`src/rtl/mcpid_pkg.sv`:
```
// Package for the multi-channel PID regulator: field widths, operation codes,
// per-channel default gain and limit tables, stage payload types.
// No dependencies.
package mcpid_pkg;

  localparam int unsigned DEFAULT_CHANNELS       = 20;
  localparam int unsigned DEFAULT_GAIN_FRAC_BITS = 8;
  localparam int unsigned DEFAULT_ROWS           = 20;

  localparam int unsigned CH_W          = 5;
  localparam int unsigned SMP_W         = 16;
  localparam int unsigned ERR_W         = 17;
  localparam int unsigned INT_W         = 18;
  localparam int unsigned DIFF_W        = 18;
  localparam int unsigned DRIVE_W       = 16;
  localparam int unsigned LIM_W         = 16;
  localparam int unsigned BAND_W        = 8;
  localparam int unsigned GAIN_INT_BITS = 8;
  localparam int unsigned TENTHS_W      = 16;

  localparam logic OP_PID = 1'b0;
  localparam logic OP_PI  = 1'b1;

  localparam logic [TENTHS_W-1:0] KP_TENTHS [DEFAULT_ROWS] = '{
    16'd60, 16'd0, 16'd60, 16'd0, 16'd60, 16'd0, 16'd60, 16'd0, 16'd1300, 16'd0,
    16'd0, 16'd400, 16'd130, 16'd1500, 16'd100, 16'd950, 16'd0, 16'd40, 16'd60, 16'd0};
  localparam logic [TENTHS_W-1:0] KI_TENTHS [DEFAULT_ROWS] = '{
    16'd8, 16'd0, 16'd8, 16'd0, 16'd8, 16'd0, 16'd8, 16'd0, 16'd0, 16'd0,
    16'd0, 16'd11, 16'd3, 16'd0, 16'd0, 16'd0, 16'd0, 16'd0, 16'd0, 16'd0};
  localparam logic [TENTHS_W-1:0] KD_TENTHS [DEFAULT_ROWS] = '{
    16'd80, 16'd0, 16'd80, 16'd0, 16'd80, 16'd0, 16'd80, 16'd0, 16'd0, 16'd0,
    16'd0, 16'd0, 16'd0, 16'd0, 16'd0, 16'd0, 16'd0, 16'd0, 16'd0, 16'd0};
  localparam logic [LIM_W-1:0] INT_LIM_DEFAULT [DEFAULT_ROWS] = '{
    16'd5000, 16'd0, 16'd5000, 16'd0, 16'd5000, 16'd0, 16'd5000, 16'd0, 16'd1000, 16'd0,
    16'd0, 16'd33000, 16'd33000, 16'd1000, 16'd30000, 16'd1000, 16'd0, 16'd30000,
    16'd30000, 16'd0};
  localparam logic [LIM_W-1:0] OUT_LIM_DEFAULT [DEFAULT_ROWS] = '{
    16'd9000, 16'd0, 16'd9000, 16'd0, 16'd9000, 16'd0, 16'd9000, 16'd0, 16'd15000, 16'd0,
    16'd0, 16'd20000, 16'd20000, 16'd15000, 16'd2000, 16'd20000, 16'd0, 16'd3000,
    16'd3000, 16'd0};
  localparam logic [BAND_W-1:0] BAND_DEFAULT [DEFAULT_ROWS] = '{
    8'd5, 8'd0, 8'd5, 8'd0, 8'd5, 8'd0, 8'd5, 8'd0, 8'd2, 8'd0,
    8'd0, 8'd5, 8'd2, 8'd1, 8'd2, 8'd1, 8'd0, 8'd2, 8'd2, 8'd0};

  // Round a gain given in tenths to fixed point with frac fraction bits.
  function automatic logic [31:0] tenths_to_gain(input logic [TENTHS_W-1:0] tenths,
                                                 input int unsigned frac);
    logic [63:0] scaled;
    scaled = 64'(tenths) << frac;
    return 32'((scaled + 64'd5) / 64'd10);
  endfunction

  typedef struct packed {
    logic                    operation;
    logic [CH_W-1:0]         channel;
    logic signed [SMP_W-1:0] setpoint;
    logic signed [SMP_W-1:0] measurement;
    logic signed [ERR_W-1:0] error_in;
  } req_t;

  typedef struct packed {
    logic signed [ERR_W-1:0]  err;
    logic signed [INT_W-1:0]  integ;
    logic signed [DIFF_W-1:0] diff;
    logic [CH_W-1:0]          channel;
    logic                     in_range;
  } s1_t;

endpackage

```
`src/rtl/mcpid_if.sv`:
```
// Valid/ready channel interfaces for the PID regulator sample and drive streams.
// Depends on mcpid_pkg.
interface mcpid_in_if;
  logic                                     valid;
  logic                                     ready;
  logic                                     operation;
  logic [mcpid_pkg::CH_W-1:0]               channel;
  logic signed [mcpid_pkg::SMP_W-1:0]       setpoint;
  logic signed [mcpid_pkg::SMP_W-1:0]       measurement;
  logic signed [mcpid_pkg::ERR_W-1:0]       error_in;

  modport source (output valid, operation, channel, setpoint, measurement, error_in,
                  input ready);
  modport sink   (input valid, operation, channel, setpoint, measurement, error_in,
                  output ready);
endinterface

interface mcpid_out_if;
  logic                                 valid;
  logic                                 ready;
  logic signed [mcpid_pkg::DRIVE_W-1:0] drive;
  logic [mcpid_pkg::CH_W-1:0]           channel_out;

  modport source (output valid, drive, channel_out, input ready);
  modport sink   (input valid, drive, channel_out, output ready);
endinterface

```
`src/rtl/mcpid_state_stage.sv`:
```
// Error, deadband and integral stage with the per-channel loop state.
// Depends on mcpid_pkg.
module mcpid_state_stage #(
  parameter int unsigned CHANNELS = mcpid_pkg::DEFAULT_CHANNELS
) (
  input  logic              clk_i,
  input  logic              rst_ni,
  input  logic              fire_i,
  input  logic              load_i,
  input  mcpid_pkg::req_t   req_i,
  output mcpid_pkg::s1_t    s1_o
);
  localparam int unsigned IDX_W = (CHANNELS > 1) ? $clog2(CHANNELS) : 1;
  localparam int unsigned SUM_W = mcpid_pkg::INT_W + 1;

  logic signed [mcpid_pkg::INT_W-1:0]  integ_q [CHANNELS];
  logic signed [mcpid_pkg::ERR_W-1:0]  prev_q  [CHANNELS];
  logic [mcpid_pkg::BAND_W-1:0]        band_tab [CHANNELS];
  logic [mcpid_pkg::LIM_W-1:0]         ilim_tab [CHANNELS];

  for (genvar c = 0; c < CHANNELS; c++) begin : g_tab
    if (c < mcpid_pkg::DEFAULT_ROWS) begin : g_def
      assign band_tab[c] = mcpid_pkg::BAND_DEFAULT[c];
      assign ilim_tab[c] = mcpid_pkg::INT_LIM_DEFAULT[c];
    end else begin : g_zero
      assign band_tab[c] = '0;
      assign ilim_tab[c] = '0;
    end
  end

  logic [IDX_W-1:0]                     idx;
  logic                                 in_range;
  logic [mcpid_pkg::BAND_W-1:0]         band;
  logic [mcpid_pkg::LIM_W-1:0]          ilim;
  logic signed [mcpid_pkg::INT_W-1:0]   integ_rd;
  logic signed [mcpid_pkg::ERR_W-1:0]   prev_rd;
  logic signed [mcpid_pkg::ERR_W-1:0]   err_raw;
  logic [mcpid_pkg::ERR_W-1:0]          mag;
  logic signed [mcpid_pkg::ERR_W-1:0]   err;
  logic signed [SUM_W-1:0]              isum;
  logic signed [SUM_W-1:0]              ilim_s;
  logic signed [SUM_W-1:0]              iclamp;
  logic signed [mcpid_pkg::DIFF_W-1:0]  diff;
  mcpid_pkg::s1_t                       s1_d, s1_q;

  assign idx      = IDX_W'(req_i.channel);
  assign in_range = 32'(req_i.channel) < CHANNELS;
  assign band     = in_range ? band_tab[idx] : '0;
  assign ilim     = in_range ? ilim_tab[idx] : '0;
  assign integ_rd = in_range ? integ_q[idx] : '0;
  assign prev_rd  = in_range ? prev_q[idx]  : '0;

  always_comb begin
    if (req_i.operation == mcpid_pkg::OP_PID) begin
      err_raw = mcpid_pkg::ERR_W'(req_i.setpoint) - mcpid_pkg::ERR_W'(req_i.measurement);
    end else begin
      err_raw = req_i.error_in;
    end
    mag = err_raw[mcpid_pkg::ERR_W-1] ? mcpid_pkg::ERR_W'(-err_raw) : err_raw;
    err = (mag <= mcpid_pkg::ERR_W'(band)) ? '0 : err_raw;

    isum   = SUM_W'(integ_rd) + SUM_W'(err);
    ilim_s = $signed(SUM_W'(ilim));
    if (isum > ilim_s) begin
      iclamp = ilim_s;
    end else if (isum < -ilim_s) begin
      iclamp = -ilim_s;
    end else begin
      iclamp = isum;
    end

    // PI requests carry no derivative term
    if (req_i.operation == mcpid_pkg::OP_PID) begin
      diff = mcpid_pkg::DIFF_W'(err) - mcpid_pkg::DIFF_W'(prev_rd);
    end else begin
      diff = '0;
    end

    s1_d.err      = err;
    s1_d.integ    = mcpid_pkg::INT_W'(iclamp);
    s1_d.diff     = diff;
    s1_d.channel  = req_i.channel;
    s1_d.in_range = in_range;
  end

  always_ff @(posedge clk_i or negedge rst_ni) begin
    if (!rst_ni) begin
      for (int c = 0; c < CHANNELS; c++) begin
        integ_q[c] <= '0;
        prev_q[c]  <= '0;
      end
    end else if (fire_i && in_range) begin
      integ_q[idx] <= s1_d.integ;
      if (req_i.operation == mcpid_pkg::OP_PID) begin
        prev_q[idx] <= err;
      end
    end
  end

  always_ff @(posedge clk_i) begin
    if (load_i) begin
      s1_q <= s1_d;
    end
  end

  assign s1_o = s1_q;

endmodule

```
`src/rtl/mcpid_mult_stage.sv`:
```
// Gain multiply stage: three parallel signed products against the channel's gains.
// Depends on mcpid_pkg.
module mcpid_mult_stage #(
  parameter int unsigned CHANNELS       = mcpid_pkg::DEFAULT_CHANNELS,
  parameter int unsigned GAIN_FRAC_BITS = mcpid_pkg::DEFAULT_GAIN_FRAC_BITS,
  localparam int unsigned GW = mcpid_pkg::GAIN_INT_BITS + GAIN_FRAC_BITS,
  localparam int unsigned PW = GW + 1 + mcpid_pkg::DIFF_W
) (
  input  logic                         clk_i,
  input  logic                         load_i,
  input  mcpid_pkg::s1_t               s1_i,
  output logic signed [PW-1:0]         p_kp_o,
  output logic signed [PW-1:0]         p_ki_o,
  output logic signed [PW-1:0]         p_kd_o,
  output logic [mcpid_pkg::CH_W-1:0]   channel_o,
  output logic                         in_range_o
);
  localparam int unsigned IDX_W = (CHANNELS > 1) ? $clog2(CHANNELS) : 1;

  logic [GW-1:0] kp_tab [CHANNELS];
  logic [GW-1:0] ki_tab [CHANNELS];
  logic [GW-1:0] kd_tab [CHANNELS];

  for (genvar c = 0; c < CHANNELS; c++) begin : g_tab
    if (c < mcpid_pkg::DEFAULT_ROWS) begin : g_def
      assign kp_tab[c] = GW'(mcpid_pkg::tenths_to_gain(mcpid_pkg::KP_TENTHS[c], GAIN_FRAC_BITS));
      assign ki_tab[c] = GW'(mcpid_pkg::tenths_to_gain(mcpid_pkg::KI_TENTHS[c], GAIN_FRAC_BITS));
      assign kd_tab[c] = GW'(mcpid_pkg::tenths_to_gain(mcpid_pkg::KD_TENTHS[c], GAIN_FRAC_BITS));
    end else begin : g_zero
      assign kp_tab[c] = '0;
      assign ki_tab[c] = '0;
      assign kd_tab[c] = '0;
    end
  end

  logic [IDX_W-1:0]     idx;
  logic signed [GW:0]   kp_s, ki_s, kd_s;
  logic signed [PW-1:0] p_kp_d, p_ki_d, p_kd_d;
  logic signed [PW-1:0] p_kp_q, p_ki_q, p_kd_q;
  logic [mcpid_pkg::CH_W-1:0] channel_q;
  logic                 in_range_q;

  assign idx  = IDX_W'(s1_i.channel);
  assign kp_s = s1_i.in_range ? $signed({1'b0, kp_tab[idx]}) : '0;
  assign ki_s = s1_i.in_range ? $signed({1'b0, ki_tab[idx]}) : '0;
  assign kd_s = s1_i.in_range ? $signed({1'b0, kd_tab[idx]}) : '0;

  assign p_kp_d = PW'(kp_s) * PW'(s1_i.err);
  assign p_ki_d = PW'(ki_s) * PW'(s1_i.integ);
  assign p_kd_d = PW'(kd_s) * PW'(s1_i.diff);

  always_ff @(posedge clk_i) begin
    if (load_i) begin
      p_kp_q     <= p_kp_d;
      p_ki_q     <= p_ki_d;
      p_kd_q     <= p_kd_d;
      channel_q  <= s1_i.channel;
      in_range_q <= s1_i.in_range;
    end
  end

  assign p_kp_o     = p_kp_q;
  assign p_ki_o     = p_ki_q;
  assign p_kd_o     = p_kd_q;
  assign channel_o  = channel_q;
  assign in_range_o = in_range_q;

endmodule

```
`src/rtl/mcpid_out_stage.sv`:
```
// Output stage: sum the products, floor-shift out the gain fraction, clamp to the
// channel's output limit and to the drive range. Depends on mcpid_pkg.
module mcpid_out_stage #(
  parameter int unsigned CHANNELS       = mcpid_pkg::DEFAULT_CHANNELS,
  parameter int unsigned GAIN_FRAC_BITS = mcpid_pkg::DEFAULT_GAIN_FRAC_BITS,
  localparam int unsigned PW = mcpid_pkg::GAIN_INT_BITS + GAIN_FRAC_BITS + 1 + mcpid_pkg::DIFF_W
) (
  input  logic                                clk_i,
  input  logic                                load_i,
  input  logic signed [PW-1:0]                p_kp_i,
  input  logic signed [PW-1:0]                p_ki_i,
  input  logic signed [PW-1:0]                p_kd_i,
  input  logic [mcpid_pkg::CH_W-1:0]          channel_i,
  input  logic                                in_range_i,
  output logic signed [mcpid_pkg::DRIVE_W-1:0] drive_o,
  output logic [mcpid_pkg::CH_W-1:0]          channel_o
);
  localparam int unsigned IDX_W = (CHANNELS > 1) ? $clog2(CHANNELS) : 1;
  localparam int unsigned SW    = PW + 2;
  localparam logic signed [SW-1:0] DRIVE_MAX = SW'(32767);
  localparam logic signed [SW-1:0] DRIVE_MIN = SW'(-32768);

  logic [mcpid_pkg::LIM_W-1:0] olim_tab [CHANNELS];

  for (genvar c = 0; c < CHANNELS; c++) begin : g_tab
    if (c < mcpid_pkg::DEFAULT_ROWS) begin : g_def
      assign olim_tab[c] = mcpid_pkg::OUT_LIM_DEFAULT[c];
    end else begin : g_zero
      assign olim_tab[c] = '0;
    end
  end

  logic [IDX_W-1:0]             idx;
  logic signed [SW-1:0]         sum;
  logic signed [SW-1:0]         shifted;
  logic signed [SW-1:0]         olim;
  logic signed [SW-1:0]         clamped;
  logic signed [SW-1:0]         sat;
  logic signed [mcpid_pkg::DRIVE_W-1:0] drive_d, drive_q;
  logic [mcpid_pkg::CH_W-1:0]   channel_q;

  assign idx = IDX_W'(channel_i);

  always_comb begin
    sum     = SW'(p_kp_i) + SW'(p_ki_i) + SW'(p_kd_i);
    shifted = sum >>> GAIN_FRAC_BITS;
    olim    = in_range_i ? $signed(SW'(olim_tab[idx])) : '0;
    if (shifted > olim) begin
      clamped = olim;
    end else if (shifted < -olim) begin
      clamped = -olim;
    end else begin
      clamped = shifted;
    end
    if (clamped > DRIVE_MAX) begin
      sat = DRIVE_MAX;
    end else if (clamped < DRIVE_MIN) begin
      sat = DRIVE_MIN;
    end else begin
      sat = clamped;
    end
    drive_d = in_range_i ? mcpid_pkg::DRIVE_W'(sat) : '0;
  end

  always_ff @(posedge clk_i) begin
    if (load_i) begin
      drive_q   <= drive_d;
      channel_q <= channel_i;
    end
  end

  assign drive_o   = drive_q;
  assign channel_o = channel_q;

endmodule

```
`src/rtl/multi_channel_pid_regulator.sv`:
```
// Multi-channel positional PID regulator, top level: pipeline control and stages.
// Depends on mcpid_pkg, mcpid_if, mcpid_state_stage, mcpid_mult_stage, mcpid_out_stage.
//
//   port   | dir | carries                                           | handshake
//   -------+-----+---------------------------------------------------+----------
//   in_i   | in  | operation, channel, setpoint, measurement, error_in | valid/ready
//   out_o  | out | drive, channel_out (one per accepted sample)        | valid/ready
//
// One sample per cycle sustained while the output is not stalled; each accepted sample
// passes through the input register, state stage, multiply stage and output register.
// The per-channel integral and previous error are read and written in the single
// state stage, so samples on the same channel may follow each other every cycle.
// rst_ni clears all pipeline valid bits and the loop state at once; gains and limits
// are constant tables, so there is no clearing pass.
// A stalled output holds its result; the stages behind it keep advancing into
// bubbles, so the input keeps taking samples until every stage is full.
module multi_channel_pid_regulator #(
  parameter int unsigned CHANNELS       = mcpid_pkg::DEFAULT_CHANNELS,
  parameter int unsigned GAIN_FRAC_BITS = mcpid_pkg::DEFAULT_GAIN_FRAC_BITS
) (
  input  logic        clk_i,
  input  logic        rst_ni,
  mcpid_in_if.sink    in_i,
  mcpid_out_if.source out_o
);
  localparam int unsigned PW =
    mcpid_pkg::GAIN_INT_BITS + GAIN_FRAC_BITS + 1 + mcpid_pkg::DIFF_W;

  // Valid bit per stage: input register, state stage, multiply stage, output.
  logic v0_q, v1_q, v2_q, v3_q;
  logic adv0, adv1, adv2, adv3;
  logic in_take;
  mcpid_pkg::req_t req_q;
  mcpid_pkg::s1_t  s1;

  logic signed [PW-1:0]       p_kp, p_ki, p_kd;
  logic [mcpid_pkg::CH_W-1:0] mult_channel;
  logic                       mult_in_range;

  // A stage may load when it is empty or its contents move on this cycle.
  assign adv3 = !v3_q || out_o.ready;
  assign adv2 = !v2_q || adv3;
  assign adv1 = !v1_q || adv2;
  assign adv0 = !v0_q || adv1;

  assign in_i.ready = adv0;
  assign in_take    = in_i.valid && adv0;

  always_ff @(posedge clk_i or negedge rst_ni) begin
    if (!rst_ni) begin
      v0_q <= 1'b0;
      v1_q <= 1'b0;
      v2_q <= 1'b0;
      v3_q <= 1'b0;
    end else begin
      if (adv0) begin
        v0_q <= in_i.valid;
      end
      if (adv1) begin
        v1_q <= v0_q;
      end
      if (adv2) begin
        v2_q <= v1_q;
      end
      if (adv3) begin
        v3_q <= v2_q;
      end
    end
  end

  // Capture the sample transaction.
  always_ff @(posedge clk_i) begin
    if (in_take) begin
      req_q.operation   <= in_i.operation;
      req_q.channel     <= in_i.channel;
      req_q.setpoint    <= in_i.setpoint;
      req_q.measurement <= in_i.measurement;
      req_q.error_in    <= in_i.error_in;
    end
  end

  // Loop state is updated exactly once, as the sample leaves the input register.
  mcpid_state_stage #(
    .CHANNELS (CHANNELS)
  ) u_state (
    .clk_i  (clk_i),
    .rst_ni (rst_ni),
    .fire_i (v0_q && adv1),
    .load_i (adv1),
    .req_i  (req_q),
    .s1_o   (s1)
  );

  mcpid_mult_stage #(
    .CHANNELS       (CHANNELS),
    .GAIN_FRAC_BITS (GAIN_FRAC_BITS)
  ) u_mult (
    .clk_i      (clk_i),
    .load_i     (adv2),
    .s1_i       (s1),
    .p_kp_o     (p_kp),
    .p_ki_o     (p_ki),
    .p_kd_o     (p_kd),
    .channel_o  (mult_channel),
    .in_range_o (mult_in_range)
  );

  mcpid_out_stage #(
    .CHANNELS       (CHANNELS),
    .GAIN_FRAC_BITS (GAIN_FRAC_BITS)
  ) u_out (
    .clk_i      (clk_i),
    .load_i     (adv3),
    .p_kp_i     (p_kp),
    .p_ki_i     (p_ki),
    .p_kd_i     (p_kd),
    .channel_i  (mult_channel),
    .in_range_i (mult_in_range),
    .drive_o    (out_o.drive),
    .channel_o  (out_o.channel_out)
  );

  assign out_o.valid = v3_q;

endmodule

```
`src/flat_wrapper.sv`:
```
// flat-port wrapper written by rule: the top's interface ports become plain ports
module multi_channel_pid_regulator_flat 
#(
  parameter int unsigned CHANNELS       = mcpid_pkg::DEFAULT_CHANNELS,
  parameter int unsigned GAIN_FRAC_BITS = mcpid_pkg::DEFAULT_GAIN_FRAC_BITS
)
  (clk_i, rst_ni, in_i_valid, in_i_operation, in_i_channel, in_i_setpoint, in_i_measurement, in_i_error_in, in_i_ready, out_o_valid, out_o_drive, out_o_channel_out, out_o_ready);
  mcpid_in_if in_i_i ();
  mcpid_out_if out_o_i ();
  input  logic clk_i;
  input  logic rst_ni;
  input wire logic [$bits(in_i_i.valid)-1:0] in_i_valid;
  input wire logic [$bits(in_i_i.operation)-1:0] in_i_operation;
  input wire logic [$bits(in_i_i.channel)-1:0] in_i_channel;
  input wire logic [$bits(in_i_i.setpoint)-1:0] in_i_setpoint;
  input wire logic [$bits(in_i_i.measurement)-1:0] in_i_measurement;
  input wire logic [$bits(in_i_i.error_in)-1:0] in_i_error_in;
  output wire logic [$bits(in_i_i.ready)-1:0] in_i_ready;
  output wire logic [$bits(out_o_i.valid)-1:0] out_o_valid;
  output wire logic [$bits(out_o_i.drive)-1:0] out_o_drive;
  output wire logic [$bits(out_o_i.channel_out)-1:0] out_o_channel_out;
  input wire logic [$bits(out_o_i.ready)-1:0] out_o_ready;
  assign in_i_i.valid = in_i_valid;
  assign in_i_i.operation = in_i_operation;
  assign in_i_i.channel = in_i_channel;
  assign in_i_i.setpoint = in_i_setpoint;
  assign in_i_i.measurement = in_i_measurement;
  assign in_i_i.error_in = in_i_error_in;
  assign in_i_ready = in_i_i.ready;
  assign out_o_valid = out_o_i.valid;
  assign out_o_drive = out_o_i.drive;
  assign out_o_channel_out = out_o_i.channel_out;
  assign out_o_i.ready = out_o_ready;
  multi_channel_pid_regulator #(.CHANNELS(CHANNELS), .GAIN_FRAC_BITS(GAIN_FRAC_BITS)) u_core (.clk_i(clk_i), .rst_ni(rst_ni), .in_i(in_i_i), .out_o(out_o_i));
endmodule
```
`config.mk`:
```
export PLATFORM = sky130hd
export DESIGN_NAME = multi_channel_pid_regulator_flat
export DESIGN_NICKNAME = d
export VERILOG_FILES = /design/src/rtl/mcpid_pkg.sv /design/src/rtl/mcpid_if.sv /design/src/rtl/mcpid_state_stage.sv /design/src/rtl/mcpid_mult_stage.sv /design/src/rtl/mcpid_out_stage.sv /design/src/rtl/multi_channel_pid_regulator.sv /design/src/flat_wrapper.sv
export SDC_FILE = /design/constraint.sdc
export NUM_CORES = 2
export LEC_CHECK = 0
export BUFFER_PORTS_ARGS = -buffer_cell sky130_fd_sc_hd__clkbuf_2
export CORE_MARGIN = 2
export CORE_UTILIZATION = 30
export DETAILED_ROUTE_END_ITERATION = 7
export PLACE_DENSITY = 0.47
export SLEW_MARGIN = 40
export SYNTH_ARGS = -nofsm -noshare
export SYNTH_HDL_FRONTEND = slang
export SYNTH_SLANG_ARGS = --single-unit
```
`constraint.sdc`:
```
create_clock -name clk_i -period 9.75 [get_ports clk_i]
set_input_delay 0.975 -clock clk_i [delete_from_list [all_inputs] [get_ports clk_i]]
set_output_delay 0.975 -clock clk_i [all_outputs]
set_load 0.05 [all_outputs]
```
==> flow_summary.ini <==
[yosys]
synthCells = 5445
synth_top_area_frac = 0.3072
yosysUniqueCellTypes = 81
synthFlopType = dfrtp_1
ys_ff_latch = 916
synthArstFlopShare = 0.7686
synth_seq_area_share = 0.4182
synth_edf_count = 212
netlist_top_cells_area = dfrtp_1, edfxtp_1, ha_1, fa_1, mux4_2
avgSynthCellArea_um2 = 10.53
syn-num-nets = 6136
yosys.area.top_type = dfrtp_1
synthesis.area_um2 = 57350
synth_warnings = 0

[detailed_routing]
wl_per_cell_um = 20.92
finalWirelength_mm = 168.1
first_pass_iters = 5
drtIter0Drc = 2855
drt-vias-per-instance = 5.032
num_vias = 40430
ant_nets = 0
drc_errors = 0

[setup_path]
rrSetupSlack_ns = 0.75
critPathMaxFanout = 17
reg2regPathDepth = 41
r2r-start = u_core.req_q[17]$_DFFE_PP_
critPathLaunch = u_core.req_q[17]$_DFFE_PP_
cpMaxStageDelayCell = and3_2
cp-end-kind = flop
slowest_delay_ns = 0.47
arrival_ns = 9.63
crit_path_start_kind = flop
crit_type = flop to flop
cp_common_cell = ha_1
cp.required_ns = 10.38

[floorplanning]
rows = 160
die_x_um = 441.2
core_um2 = 190000
initial_utilization = 0.3019
io_pins = 82
die_area_um2 = 194700
die_y_um = 441.2

[final_layout]
fillers = 19100
syn2layout_area_growth_pct = 12.65
final_area_um2 = 64610
register_area_um2 = 23980
final_common_cell = nand2_1
multi_input_area_um2 = 30740
drive_above_1_share = 0.1210
nets = 6120
final_cell_mix = nand2_1, dfrtp_1, o21ai_0
fin_util = 0.3401

[timing]
tightestPinTransition_ns = 0.8308
finalHoldViolCount = 0
drv_slew = 0
max_clock_freq_ghz = 0.1111
tns_ns = 0
grt_setup_unrepaired = no
setup-violations-final = 0
post-route-min-period_ns = 9.002
finClkSkew_ns = 0.07806
min_period_over_period = 0.9233
max_slew_margin = 0.4461

[clock_network]
numCtsBuffers = 108
cts_hold_buffers = 0
clk_pin_slew_worst_paths_ns = 0.06
htreeDepth = 3
cts_sinks = 916
cts_root_buf = clkbuf_16
cts_max_path_buffers = 3
insertion_delay_ns = 0.74
tritoncts = built

[run_status]
status = complete, no violations

[hold_path]
hold_class = input pin to async pin

[global_routing]
grt_pass1_vias = 41950
grt_max_degree = 144
antenna_found_initial = 3
grt_pass1_wl_mm = 260.8
grt_usage = 0.1749
grt_overflow_total = 0

[place]
hpwl_mm = 115.0
port_buffers = 81
gp_congestion = 0.8483
place_area_um2 = 60880

[pwr]
power_density_nw_per_um2 = 280.0
ir_drop_mv = 0.1777
p_leak_nw = 29.53
power_mw = 18.09

[job]
drv_cap = 0
through the flow:
step	setup WS, ns	hold slack, ns	instances
after detailed placement	0.3455	0.4604	7826
after global placement	0.5524	0.4538	7820
after global routing	0.04547	0.1916	8032
after floorplan	0.7945	0.4244	5445
final	0.7483	0.1907	8035
after CTS	0.2702	0.1504	8027
path summary, 6_finish.rpt:
path | end
max in group asynchronous | u_core.u_state.prev_q[331]$_DFFE_PN0P_
hold / removal | u_core.u_state.integ_q[247]$_DFFE_PN0P_
setup / recovery | u_core.u_state.integ_q[135]$_DFFE_PN0P_
setup reg to reg | u_core.u_state.integ_q[135]$_DFFE_PN0P_
hold reg to reg | u_core.u_state.prev_q[14]$_DFFE_PN0P_
min in group clk_i | u_core.req_q[18]$_DFFE_PP_
worst max-delay path, delay by kind of cell, from the launching register on:
family	cells	cell delay [ns]
AOI/OAI and AO/OA	19	4.10
DFF	1	0.40
and+or+nand+nor	10	1.57
muxes	1	0.39
xor gates and xnor gates	1	0.16
adders and majority gates	6	1.68
buffers and inverters	4	0.58
cell families after synthesis:
| kind of cell | count (synthesis) | share of synthesized area |
|---|---|---|
| buffers and inverters | 730 | 0.04915 |
| other | 1 | 0.00006539 |
| AOI/OAI and AO/OA | 1266 | 0.1435 |
| adders and majority gates | 632 | 0.1692 |
| xor gates and xnor gates | 92 | 0.01405 |
| muxes | 275 | 0.08683 |
| DFF | 916 | 0.4182 |
| and+or+nand+nor | 1533 | 0.1190 |
layer usage:
metal	global-route usage	vias to the layer above	routed length, um	part of all wire
met2	0.2951	757	80810	0.48
met3	0.02398	200	6585	0.039
met1	0.2337	20260	76130	0.45
met5	0	-	0	0
li1	-	19220	-	-
met4	0.05004	0	4603	0.027
layout make-up:
cell class / count / area share
Clock buffer: 169 / 0.05004
Multi-Input combinational cell: 3799 / 0.4758
Timing Repair Buffer: 233 / 0.02698
Tap cell: 2511 / 0.04863
Clock inverter: 32 / 0.005616
Sequential cell: 916 / 0.3712
Antenna cell: 4 / 0.0001549
Inverter: 371 / 0.02156
cells in the mapped netlist (all sizes together), types with 41 or more instances:
cell type,number
a22o,45
mux4,175
o31ai,353
o21ai,445
edfxtp,212
clkbuf,288
mux2i,80
and2,158
xnor2,58
buf,71
nor2,219
nand3,54
nor3,41
nor2b,47
a21oi,127
nand2,861
fa,239
ha,393
a21o,53
inv,371
dfrtp,704
registers in the layout, indices dropped and copies added (netlist names), 5 cells and up:
register and count:
u_core.u_out.channel_o 5, u_core.u_state.integ_q 360, u_core.u_state.prev_q 340, u_core.u_out.drive_o 16, u_core.u_state.s1_o 59, u_core.req_q 55, u_core.u_mult.p_kp_o 26, u_core.u_mult.p_kd_o 18
u_core.u_mult.p_ki_o 27, u_core.u_mult.channel_o 5
repair_timing:
action	4_1_cts	5_1_grt
setup endpoints to repair	0	368
buffers inserted	0	1
gates resized for setup	0	10
power by group:
group          internal, mW  switching, mW
registers              5.15          0.673
logic                  3.21           5.00
clock network          2.36           1.69
Power figures use the tool's default switching activity.
